`src/rtl/utf8_byte_stream_decoder_macros.svh`:
```
// ----------------------------------------------------------------------------
// utf8 byte stream decoder assertion macros
// shared concurrent assertion forms, clocked on aclk, held off in reset
// ----------------------------------------------------------------------------
`ifndef UTF8_BYTE_STREAM_DECODER_MACROS_SVH
`define UTF8_BYTE_STREAM_DECODER_MACROS_SVH

// same-cycle implication
`define U8DEC_ASSERT_SAME(label, ante, cons) \
    label: assert property (@(posedge aclk) disable iff (!aresetn) (ante) |-> (cons)) \
        else $error("u8dec assertion failed");

// next-cycle implication
`define U8DEC_ASSERT_NEXT(label, ante, cons) \
    label: assert property (@(posedge aclk) disable iff (!aresetn) (ante) |=> (cons)) \
        else $error("u8dec assertion failed");

`endif

```
`src/rtl/u8dec_pkg.sv`:
```
// ----------------------------------------------------------------------------
// u8dec_pkg
// types and codes shared by the utf8 byte stream decoder modules
// ----------------------------------------------------------------------------
package u8dec_pkg;

    localparam int unsigned CP_W   = 31;
    localparam int unsigned LEFT_W = 3;

    // result status codes
    typedef enum logic [1:0] {
        ST_CHAR     = 2'd0,
        ST_EOS      = 2'd1,
        ST_BAD_LEAD = 2'd2,
        ST_NUL_SEQ  = 2'd3
    } status_t;

    // sequence state carried between beats
    typedef struct packed {
        logic [CP_W-1:0]   partial;
        logic [LEFT_W-1:0] left;
    } seq_state_t;

    // one result beat
    typedef struct packed {
        logic            emit;
        logic [CP_W-1:0] code_point;
        status_t         status;
    } result_t;

endpackage

```
`src/rtl/utf8_byte_stream_decoder.sv`:
```
// ----------------------------------------------------------------------------
// utf8_byte_stream_decoder
// decodes legacy 1 to 6 byte utf-8 sequences into 31-bit code points
// ----------------------------------------------------------------------------
//  channel | ports                                  | beat
//  --------+----------------------------------------+---------------------------
//  input   | s_valid s_ready s_in_byte              | one raw byte
//  result  | m_valid m_ready m_code_point m_status  | character or status report
//
//  one byte is taken every cycle while s_ready is high; any result is valid the next cycle
//  the decode is a single pass of mask, shift and or into the result register
//  s_ready drops only while a result waits and m_ready is low
//  aresetn (synchronous, active low) clears the sequence state and m_valid
// ----------------------------------------------------------------------------
`include "utf8_byte_stream_decoder_macros.svh"

module utf8_byte_stream_decoder
    import u8dec_pkg::*;
(
    input  logic            aclk,
    input  logic            aresetn,
    input  logic            s_valid,
    output logic            s_ready,
    input  logic [7:0]      s_in_byte,
    output logic            m_valid,
    input  logic            m_ready,
    output logic [CP_W-1:0] m_code_point,
    output logic [1:0]      m_status
);

    seq_state_t      state_reg, state_next;
    result_t         step_res;
    logic            m_valid_reg, m_valid_next;
    logic [CP_W-1:0] cp_reg;
    status_t         status_reg;
    logic            s_accept;
    logic            top_nul;

    // byte decode
    u8dec_step u_step (
        .in_byte    (s_in_byte),
        .state      (state_reg),
        .state_next (state_next),
        .result     (step_res)
    );

    // handshake
    assign s_ready  = !m_valid_reg || m_ready;
    assign s_accept = s_valid && s_ready;

    always_comb begin
        m_valid_next = m_valid_reg && !m_ready;
        if (s_accept && step_res.emit) begin
            m_valid_next = 1'b1;
        end
    end

    // control state
    always_ff @(posedge aclk) begin
        if (!aresetn) begin
            state_reg   <= '0;
            m_valid_reg <= 1'b0;
        end else begin
            m_valid_reg <= m_valid_next;
            if (s_accept) begin
                state_reg <= state_next;
            end
        end
    end

    // result payload
    always_ff @(posedge aclk) begin
        if (s_accept && step_res.emit) begin
            cp_reg     <= step_res.code_point;
            status_reg <= step_res.status;
        end
    end

    assign m_valid      = m_valid_reg;
    assign m_code_point = cp_reg;
    assign m_status     = status_reg;

    // nul byte arriving at top level
    assign top_nul = s_accept && state_reg.left == '0 && s_in_byte == 8'd0;

    // reports carry a zero code point
    `U8DEC_ASSERT_SAME(a_report_zero_cp, m_valid_reg && status_reg != ST_CHAR, cp_reg == '0)
    // nul at top level gives end of string next cycle
    `U8DEC_ASSERT_NEXT(a_eos_report, top_nul, m_valid_reg && status_reg == ST_EOS)
    // every result clears the sequence state
    `U8DEC_ASSERT_NEXT(a_emit_clears, s_accept && step_res.emit, state_reg == '0)
    // sequence length never exceeds five continuation bytes
    `U8DEC_ASSERT_SAME(a_left_range, s_accept, state_reg.left <= LEFT_W'(5))

endmodule

```
`src/rtl/u8dec_step.sv`:
```
// ----------------------------------------------------------------------------
// u8dec_step
// decodes one byte against the current sequence state: next state and result
// ----------------------------------------------------------------------------
module u8dec_step
    import u8dec_pkg::*;
(
    input  logic [7:0]  in_byte,
    input  seq_state_t  state,
    output seq_state_t  state_next,
    output result_t     result
);

    logic [CP_W-1:0] shifted;

    // continuation: append the low six bits
    assign shifted = {state.partial[CP_W-7:0], in_byte[5:0]};

    always_comb begin
        state_next        = state;
        result.emit       = 1'b0;
        result.code_point = '0;
        result.status     = ST_CHAR;

        if (state.left != '0) begin
            if (in_byte == 8'd0) begin
                // nul inside a sequence drops the partial value
                result.emit   = 1'b1;
                result.status = ST_NUL_SEQ;
                state_next    = '0;
            end else if (state.left == LEFT_W'(1)) begin
                // last continuation byte closes the character
                result.emit       = 1'b1;
                result.code_point = shifted;
                result.status     = ST_CHAR;
                state_next        = '0;
            end else begin
                state_next.partial = shifted;
                state_next.left    = state.left - LEFT_W'(1);
            end
        end else if (in_byte == 8'd0) begin
            // nul at top level ends the string
            result.emit   = 1'b1;
            result.status = ST_EOS;
        end else begin
            unique case (in_byte) inside
                8'b0???_????: begin
                    result.emit       = 1'b1;
                    result.code_point = CP_W'(in_byte);
                    result.status     = ST_CHAR;
                end
                8'b110?_????: begin
                    state_next.partial = CP_W'(in_byte[4:0]);
                    state_next.left    = LEFT_W'(1);
                end
                8'b1110_????: begin
                    state_next.partial = CP_W'(in_byte[3:0]);
                    state_next.left    = LEFT_W'(2);
                end
                8'b1111_0???: begin
                    state_next.partial = CP_W'(in_byte[2:0]);
                    state_next.left    = LEFT_W'(3);
                end
                8'b1111_10??: begin
                    state_next.partial = CP_W'(in_byte[1:0]);
                    state_next.left    = LEFT_W'(4);
                end
                8'b1111_110?: begin
                    state_next.partial = CP_W'(in_byte[0]);
                    state_next.left    = LEFT_W'(5);
                end
                default: begin
                    // stray continuation byte, 0xfe or 0xff
                    result.emit   = 1'b1;
                    result.status = ST_BAD_LEAD;
                    state_next    = '0;
                end
            endcase
        end
    end

endmodule

```
`config.mk`:
```
export PLATFORM = sky130hd
export DESIGN_NAME = utf8_byte_stream_decoder
export DESIGN_NICKNAME = d
export VERILOG_FILES = /design/src/rtl/u8dec_pkg.sv /design/src/rtl/utf8_byte_stream_decoder.sv /design/src/rtl/u8dec_step.sv
export VERILOG_INCLUDE_DIRS = /design/src /design/src/rtl
export SDC_FILE = /design/constraint.sdc
export NUM_CORES = 1
export LEC_CHECK = 0
export ABC_AREA = 1
export BUFFER_PORTS_ARGS = -buffer_cell sky130_fd_sc_hd__buf_4
export CAP_MARGIN = 25
export CORE_ASPECT_RATIO = 0.9
export CORE_UTILIZATION = 40
export CTS_CLUSTER_DIAMETER = 120
export CTS_CLUSTER_SIZE = 20
export DETAILED_ROUTE_END_ITERATION = 10
export PLACE_DENSITY = 0.64
export SKIP_CTS_REPAIR_TIMING = 1
export SYNTH_ARGS = -nofsm -noshare
export SYNTH_HDL_FRONTEND = slang
export SYNTH_SLANG_ARGS = --single-unit
```
`constraint.sdc`:
```
create_clock -name aclk -period 3 [get_ports aclk]
set_clock_uncertainty 0.05 [all_clocks]
set_input_delay 0.6 -clock aclk [delete_from_list [all_inputs] [get_ports aclk]]
set_output_delay 0.6 -clock aclk [all_outputs]
set_load 0.1 [all_outputs]
```
==> reports/metrics.yaml, run 1 <==
syn_to_final_growth_pct: 20.10
cts_htree_levels: 3
endpoint_kind: "flop"
initial_core_util: 0.4249
timing.fmax_ghz: 0.4959
setup_tns_ns: 0
yosys.area.top_type_share: 0.3468
ant_nets: 0
required_ns: 2.97
wirelength_um: 5619
cp_slowest_stage_delay_ns: 0.32
slew_violations: 0
cp-startpoint: "state_reg[0]"
whs_ns: 0.4104
clk_root_buffer_cell: "clkbuf_8"
dr_total_vias: 2059
crit_type: "flop to flop"
first_global_vias: 1989
ys.flop_type: "edfxtp_1"
place_congestion: 0.8403
met3_usage: 0.03022
track_usage: 0.1688
num_rows: 28
cts_made_buffers: 9
synth_cells: 301
slew_headroom: 0.5746
ios: 47
slowest_stage: "dfxtp_1"
firstDrtPassIters: 4
synth_cell_type_count: 32
cts_num_sinks: 62
drt-vias-per-instance: 4.617
synth_top_area_cell: "edfxtp_1"
p_leak_nw: 1.313
endpoint: "m_code_point[7]"
die_x_um: 91.10
maxCapViolCount: 0
die_y_um: 82.19
clockBufferDepth: 2
met2_usage: 0.2636
synth_edf_count: 33
p_per_area_nw_per_um2: 728.5
cp-start-kind: "flop"
final_common_cell: "buf_4"
final_cell_mix: "buf_4, nand2_1, inv_1"
finalSetupViolations: 0
largest_reg_flops: 31
antenna_cells: 0
grtUsageMet1: 0.2283
routedWlPerCell_um: 12.60
hold_path.class: "flop to flop"
place.detailed.hpwl_um: 3829
antenna_found_initial: 0
grt_first_pass_wirelength_um: 9577
max-vdd-ir-drop_uv: 252.4
worst_pin_slew_ns: 0.6366
dieArea_um2: 7487
syn_nets: 316
status: "completed"
grt_max_degree: 32
gr-total-overflow: 0
rsz0062_at_grt: "false"
clkLatencyLatePin_ns: 0.34
fin_crit_sh: 0.6722
period_needed_ns: 2.017
yosysSeqAreaShare: 0.5499
synth_area_um2: 2858
cts_tree: "built"
reg2reg_to: "m_code_point[7]"
port_buffers: 46
top_usage_layer: "met2"
drive_gt1_frac: 0.3118
reg2regPathDepth: 11
fin_nets: 366
critPathArrivalTime_ns: 1.99
drc: 0
coreArea_um2: 6726
async_flop_share: 0
crit_top_cell: "nand2_1"
crit_chain: "inv_1 -> ha_1 -> nand2_4 -> inv_4 -> nand2_1 -> nor2_1 -> nand2_1 -> nand3_1 -> nand2_1 -> inv_1 -> buf_4"
hold_violations: 0
cts.clk_slew.worst_paths_ns: 0.07
synthTopCellsByArea: "edfxtp_1, dfxtp_1, nand2_1"
synth-seq-cells: 62
worstPathMaxFanout: 22
avgSynthCellArea_um2: 9.494
r2r_setup_slack_ns: 0.98
r2r_start: "state_reg[0]"
ys_warn_count: 0
drt_iter0_drc: 63
-- cell families after synthesis --
logic type / count (synthesis) / synth area share
AOI/OAI and AO/OA: 48 / 0.1116
buffers and inverters: 63 / 0.1077
DFF: 62 / 0.5499
and+or+nand+nor: 124 / 0.2145
adders and majority gates: 3 / 0.01314
xor gates and xnor gates: 1 / 0.003065
-- through the flow --
stage          instance area, µm²    util  instances  worst slack [ns]  power, mW
6_report                     3432  0.5102        446            0.9835      2.500
5_1_grt                      3432  0.5102        446            0.8227      2.607
4_1_cts                      3432  0.5102        446            0.9632      2.523
3_5_place_dp                 3243  0.4821        430            0.8394      1.813
3_3_place_gp                 3243  0.4821        430            0.8464      1.813
2_1_floorplan                2860       -        301            0.2713      1.682
-- how the worst min path moves through the flow --
stage            startpoint       endpoint  slack, ns  cells after the start
6_report       state_reg[8]  state_reg[14]       0.41                      2
4_1_cts        state_reg[8]  state_reg[14]       0.42                      2
2_1_floorplan  state_reg[8]  state_reg[14]       0.39                      2
5_1_grt        state_reg[8]  state_reg[14]       0.45                      2
3_3_place_gp   state_reg[8]  state_reg[14]       0.40                      2
3_5_place_dp   state_reg[8]  state_reg[14]       0.41                      2
-- cells in the mapped netlist (2+ instances only) --
master	instances
a21oi_1	15
nor2_1	39
nand3_2	15
nor3_1	4
nand2_4	3
buf_2	2
o21ai_1	7
nand4_1	2
o21ai_0	5
edfxtp_1	33
buf_6	4
nand3_1	9
nand2_1	50
dfxtp_1	29
clkbuf_1	2
inv_2	5
inv_1	45
ha_1	3
a21oi_2	16
-- layer usage --
metal  vias up  wire [µm]
met3        10        229
li1       1078          -
met2        45       2450
met4         0         85
met1       926       2853
met5         -          0
-- where the power goes --
| group | internal [mW] | switching (mW) |
|---|---|---|
| logic | 0.151 | 0.626 |
| clock network | 0.382 | 0.332 |
| registers | 0.980 | 0.0293 |
| total | 1.51 | 0.987 |
-- critical path, delay by kind of cell (launching register included) --
| kind | cells | cell delay [ns] |
|---|---|---|
| simple gates | 6 | 0.52 |
| flops | 1 | 0.32 |
| buf+inv | 4 | 0.56 |
| fa+ha+maj | 1 | 0.23 |
-- layout make-up --
cell class	count	area, µm²
repair buffers	50	375.4
inverters	52	202.7
clock inverters	6	61.31
clock buffers	10	127.6
flip-flops and latches	62	1572
well taps	90	112.6
multi-input cells	176	980.9
fillers	662	3294
Note: power is estimated with default switching activity, not from simulation.
==> inputs of run 2 (changes only) <==
--- a/config.mk
+++ b/config.mk
@@ -14,7 +14,7 @@
 export CTS_CLUSTER_DIAMETER = 120
 export CTS_CLUSTER_SIZE = 20
 export DETAILED_ROUTE_END_ITERATION = 10
-export PLACE_DENSITY = 0.64
+export PLACE_DENSITY = 0.66
 export SKIP_CTS_REPAIR_TIMING = 1
 export SYNTH_ARGS = -nofsm -noshare
 export SYNTH_HDL_FRONTEND = slang
==> constraint.sdc (replaced) <==
create_clock -name aclk -period 1.81 [get_ports aclk]
set_clock_uncertainty 0.05 [all_clocks]
set_input_delay 0.362 -clock aclk [delete_from_list [all_inputs] [get_ports aclk]]
set_output_delay 0.362 -clock aclk [all_outputs]
set_load 0.1 [all_outputs]
==> reports/metrics.yaml, run 2 (same netlist as run 1, synthesis figures left out) <==
violations: "setup timing"
hold_path.class: "primary input to flop"  # was flop to flop
p_per_area_nw_per_um2: 1164  # was 728.5 nW/µm²
initial_core_util: 0.4249  # unchanged
drc: 0  # unchanged
swShare: 0.3899  # was 0.3948
multi_input_area_um2: 1047  # was 980.9 µm²
p_int_mw: 2.647  # was 1.513 mW
cts_tree: "built"  # unchanged
worstPathMaxFanout: 6  # was 22
cts.clk_slew.worst_paths_ns: 0.06  # was 0.07 ns
gr-total-overflow: 0  # unchanged
status: "finished with violations"  # was completed
ant_nets: 0  # unchanged
clkLatencyLatePin_ns: 0.33  # was 0.34 ns
slowest_stage: "dfxtp_2"  # was dfxtp_1
track_usage: 0.1737  # was 0.1688
largest_reg_flops: 31  # unchanged
syn_to_final_growth_pct: 30.43  # was 20.10%
cp_slowest_stage_delay_ns: 0.34  # was 0.32 ns
pwr-share-seq: 0.389  # was 0.404
cp-start-kind: "flop"  # unchanged
maxCapViolCount: 0  # unchanged
first_global_vias: 1965  # was 1989
slew_violations: 0  # unchanged
cts_htree_levels: 3  # unchanged
postLayoutSetupSlackWorst_ns: -0.02243  # was 0.9835 ns
clockBufferDepth: 2  # unchanged
coreArea_um2: 6726  # unchanged
routedWlPerCell_um: 13.64  # was 12.60 µm
die_y_um: 82.19  # unchanged
ios: 47  # unchanged
grt_first_pass_wirelength_um: 9666  # was 9577 µm
crit_type: "flop to flop"  # unchanged
required_ns: 1.81  # was 2.97 ns
slew_headroom: 0.5622  # was 0.5746
place.detailed.hpwl_um: 4346  # was 3829 µm
setup_tns_ns: -0.2981  # was 0 ns
critPathArrivalTime_ns: 1.83  # was 1.99 ns
finalSetupViolations: 20  # was 0
grt_max_degree: 32  # unchanged
cts_made_buffers: 9  # unchanged
drive_gt1_frac: 0.3830  # was 0.3118
die_x_um: 91.10  # unchanged
whs_ns: 0.2556  # was 0.4104 ns
whs_path_depth: 4  # was 2
fin_nets: 386  # was 366
wirelength_um: 6356  # was 5619 µm
drt_iter0_drc: 124  # was 63
dieArea_um2: 7487  # unchanged
port_buffers: 46  # unchanged
clk_root_buffer_cell: "clkbuf_8"  # unchanged
place_congestion: 0.8682  # was 0.8403
rsz0062_at_grt: "true"  # was false
clkPwrFrac: 0.266  # was 0.285
p_leak_nw: 1.442  # was 1.313 nW
period_needed_ns: 1.832  # was 2.017 ns
max-vdd-ir-drop_uv: 471.0  # was 252.4 µV
crit_chain: "inv_4 -> ha_4 -> nand2_8 -> inv_6 -> nand2_2 -> nor2_2 -> nand2_1 -> nand3_2 -> nand2_4 -> clkinvlp_4 -> clkbuf_16"  # was inv_1 -> ha_1 -> nand2_4 -> inv_4 -> nand2_1 -> nor2_1 -> nand2_1 -> nand3_1 -> nand2_1 -> inv_1 -> buf_4
endpoint_kind: "flop"  # unchanged
dr_total_vias: 2174  # was 2059
timing.fmax_ghz: 0.5457  # was 0.4959 GHz
worst_pin_slew_ns: 0.6560  # was 0.6366 ns
reg2regPathDepth: 11  # unchanged
p_comb_frac: 0.346  # was 0.311
fin_crit_sh: 1.012  # was 0.6722
num_rows: 28  # unchanged
power_switching_mw: 1.692  # was 987.2 µW
final_common_cell: "buf_4"  # unchanged
final_cell_mix: "buf_4, nand2_1, inv_1"  # unchanged
fillerInstances: 601  # was 662
firstDrtPassIters: 4  # unchanged
drt-vias-per-instance: 4.665  # was 4.617
antenna_found_initial: 0  # unchanged
hold_violations: 0  # unchanged
cts_num_sinks: 62  # unchanged
antenna_cells: 0  # unchanged
seq_area_um2: 1579  # was 1572 µm²
[run 2: power groups by stage]
stage,clock (mW),combinational [mW],sequential (mW)
CTS,1.18,1.36,1.68
floorplan,0,0.480,2.33
finish,1.15,1.50,1.69
detailed placement,0,1.36,1.71
global route,1.25,1.58,1.70
global placement,0,1.36,1.71
[run 2: path summary, 6_finish.rpt]
kind	from	to	slack [ns]
setup / recovery	state_reg[0]	m_code_point[9]	-0.02
hold / removal	s_valid	state_reg[2]	0.26
setup reg to reg	state_reg[0]	m_code_point[9]	-0.02
hold reg to reg	state_reg[8]	state_reg[14]	0.42
[run 2: critical path: cells and delay by family (launching register included)]
kind                       cells  cell delay, ns
DFF                            1            0.34
and+or+nand+nor                6            0.48
adders and majority gates      1            0.16
buffers and inverters          4            0.52
[run 2: metal layers]
| metal | track usage | vias up | share of wire |
|---|---|---|---|
| met5 | 0 | - | 0 |
| met4 | 0.05714 | 0 | 0.0063 |
| met3 | 0.05220 | 2 | 0.035 |
| met2 | 0.2636 | 45 | 0.46 |
| met1 | 0.2383 | 1010 | 0.50 |
| li1 | - | 1117 | - |
[run 2: metrics by stage]
| stage | cell area, µm² | utilization | worst slack [ns] | cells | power, mW |
|---|---|---|---|---|---|
| floorplan | 2905 | - | -0.07559 | 301 | 2.809 |
| global placement | 3381 | 0.5026 | 0.02560 | 439 | 3.074 |
| detailed placement | 3381 | 0.5026 | 0.02535 | 439 | 3.076 |
| CTS | 3570 | 0.5307 | 0.008804 | 455 | 4.231 |
| global route | 3727 | 0.5541 | -0.08110 | 466 | 4.521 |
| finish | 3727 | 0.5541 | -0.02243 | 466 | 4.339 |
[run 2: final cells by class]
class                           instances  area share
Clock buffer                           10     0.03424
Clock inverter                          6     0.01645
Inverter                               52     0.05740
Multi-Input combinational cell        177      0.2810
Sequential cell                        62      0.4236
Tap cell                               90     0.03021
Timing Repair Buffer                   69      0.1571
==> inputs of run 3 (changes only) <==
--- a/config.mk
+++ b/config.mk
@@ -9,12 +9,11 @@
 export ABC_AREA = 1
 export BUFFER_PORTS_ARGS = -buffer_cell sky130_fd_sc_hd__buf_4
 export CAP_MARGIN = 25
-export CORE_ASPECT_RATIO = 0.9
 export CORE_UTILIZATION = 40
 export CTS_CLUSTER_DIAMETER = 120
 export CTS_CLUSTER_SIZE = 20
 export DETAILED_ROUTE_END_ITERATION = 10
-export PLACE_DENSITY = 0.66
+export PLACE_DENSITY = 0.64
 export SKIP_CTS_REPAIR_TIMING = 1
 export SYNTH_ARGS = -nofsm -noshare
 export SYNTH_HDL_FRONTEND = slang
==> constraint.sdc (replaced) <==
create_clock -name aclk -period 1.7 [get_ports aclk]
set_clock_uncertainty 0.05 [all_clocks]
set_input_delay 0.34 -clock aclk [delete_from_list [all_inputs] [get_ports aclk]]
set_output_delay 0.34 -clock aclk [all_outputs]
set_load 0.1 [all_outputs]
==> reports/metrics.yaml, run 3 (same netlist as run 1, synthesis figures left out) <==
hold_path.class: "primary input to flop"  # unchanged
setup_tns_ns: -2.543  # was -0.2981 ns
finalSetupViolations: 35  # was 20
ant_nets: 0  # unchanged
port_buffers: 46  # unchanged
p_leak_nw: 1.488  # was 1.442 nW
fin_nets: 393  # was 386
track_usage: 0.1735  # was 0.1737
cts_tree: "built"  # unchanged
cts.clk_slew.worst_paths_ns: 0.07  # was 0.06 ns
final_cell_mix: "buf_4, nand2_1, inv_1"  # unchanged
cp-startpoint: "state_reg[0]"  # unchanged
clkLatencyLatePin_ns: 0.33  # about the same
reg2regPathDepth: 11  # unchanged
antenna_cells: 0  # unchanged
antenna_found_initial: 0  # unchanged
routedWlPerCell_um: 13.65  # was 13.64 µm
cts_made_buffers: 9  # unchanged
whs_path_depth: 4  # unchanged
worstPathMaxFanout: 7  # was 6
rsz0062_at_grt: "true"  # unchanged
wirelength_um: 6536  # was 6356 µm
worst_pin_slew_ns: 0.3649  # was 0.6560 ns
worstHoldStart: "s_valid"  # unchanged
coreArea_um2: 6832  # was 6726 µm²
final_core_util: 0.5614  # was 0.5541
slew_violations: 0  # unchanged
endpoint_kind: "flop"  # unchanged
period_needed_ns: 1.797  # was 1.832 ns
required_ns: 1.70  # was 1.81 ns
cts_num_sinks: 62  # unchanged
r2r_start: "state_reg[0]"  # unchanged
postLayoutSetupSlackWorst_ns: -0.09723  # was -0.02243 ns
drt-vias-per-instance: 4.676  # was 4.665
max-vdd-ir-drop_uv: 471.1  # was 471.0 µV
num_rows: 30  # was 28
dr_total_vias: 2240  # was 2174
place_congestion: 0.9137  # was 0.8682
pre_cts_ws_ns: -0.03994  # was 0.02535 ns
timing.fmax_ghz: 0.5564  # was 0.5457 GHz
hold_violations: 0  # unchanged
status: "finished with violations"  # unchanged
drt_iter0_drc: 84  # was 124
drive_gt1_frac: 0.3943  # was 0.3830
cts_htree_levels: 3  # unchanged
crit_type: "flop to flop"  # unchanged
slowest_stage: "dfxtp_2"  # unchanged
maxCapViolCount: 0  # unchanged
cp-start-kind: "flop"  # unchanged
fin_crit_sh: 1.057  # was 1.012
firstDrtPassIters: 4  # unchanged
violations: "setup timing"  # unchanged
clockBufferDepth: 2  # unchanged
drc: 0  # unchanged
p_per_area_nw_per_um2: 1232  # was 1164 nW/µm²
grt_max_degree: 32  # unchanged
ios: 47  # unchanged
gr-total-overflow: 0  # unchanged
slew_headroom: 0.7562  # was 0.5622
final_common_cell: "buf_4"  # unchanged
crit_chain: "inv_2 -> ha_4 -> nand2_4 -> inv_4 -> nand2_4 -> nor2_4 -> nand2_2 -> nand3_2 -> nand2_2 -> clkinvlp_4 -> clkbuf_16"  # was inv_4 -> ha_4 -> nand2_8 -> inv_6 -> nand2_2 -> nor2_2 -> nand2_1 -> nand3_2 -> nand2_4 -> clkinvlp_4 -> clkbuf_16
largest_reg_flops: 31  # unchanged
die_y_um: 86.53  # was 82.19 µm
grt_first_pass_wirelength_um: 9715  # was 9666 µm
place.detailed.hpwl_um: 4320  # was 4346 µm
dieArea_um2: 7487  # about the same
syn_to_final_growth_pct: 34.19  # was 30.43%
critPathArrivalTime_ns: 1.80  # was 1.83 ns
first_global_vias: 2007  # was 1965
clk_root_buffer_cell: "clkbuf_8"  # unchanged
initial_core_util: 0.4183  # was 0.4249
die_x_um: 86.53  # was 91.10 µm
cp_slowest_stage_delay_ns: 0.33  # was 0.34 ns
## run 3: power by group
part	switching, mW	internal (mW)
clock network	0.560	0.713
logic	1.21	0.454
registers	0.0559	1.73
## run 3: worst paths after layout
path / to / slack, ns
min reg2reg: state_reg[14] / 0.41
min: state_reg[2] / 0.25
max: m_status[0] / -0.1
max reg2reg: m_status[0] / -0.1
## run 3: stage by stage
stage	hold slack [ns]	power (mW)	cells	cell area (µm²)
after detailed placement	0.4067	3.310	453	3448
after global routing	0.2537	4.916	479	3835
after CTS	0.2415	4.578	469	3641
after global placement	0.4070	3.305	453	3448
after floorplan	0.3874	2.991	301	2905
final	0.2495	4.723	479	3835
## run 3: final cells by class
type                       count  area, µm²
timing repair inverter         1      16.27
sequential                    62       1577
clock buffer                  12      145.1
inverter                      52      214.0
timing repair buffer          75      660.6
fill                         626       2997
multi-input combinational    177       1055
tap                           96      120.1
clock inverter                 4      47.55
## run 3: layer usage
| metal | GRT usage | up-vias | share of wire |
|---|---|---|---|
| li1 | - | 1130 | - |
| met1 | 0.2474 | 1058 | 0.50 |
| met2 | 0.2569 | 46 | 0.46 |
| met3 | 0.03714 | 6 | 0.034 |
| met4 | 0.06818 | 0 | 0.011 |
| met5 | 0 | - | 0 |
## run 3: critical path, delay by kind of cell (launching register included)
family / cells / cell delay [ns]
adders and majority gates: 1 / 0.15
buffers and inverters: 4 / 0.52
DFF: 1 / 0.33
and+or+nand+nor: 6 / 0.46
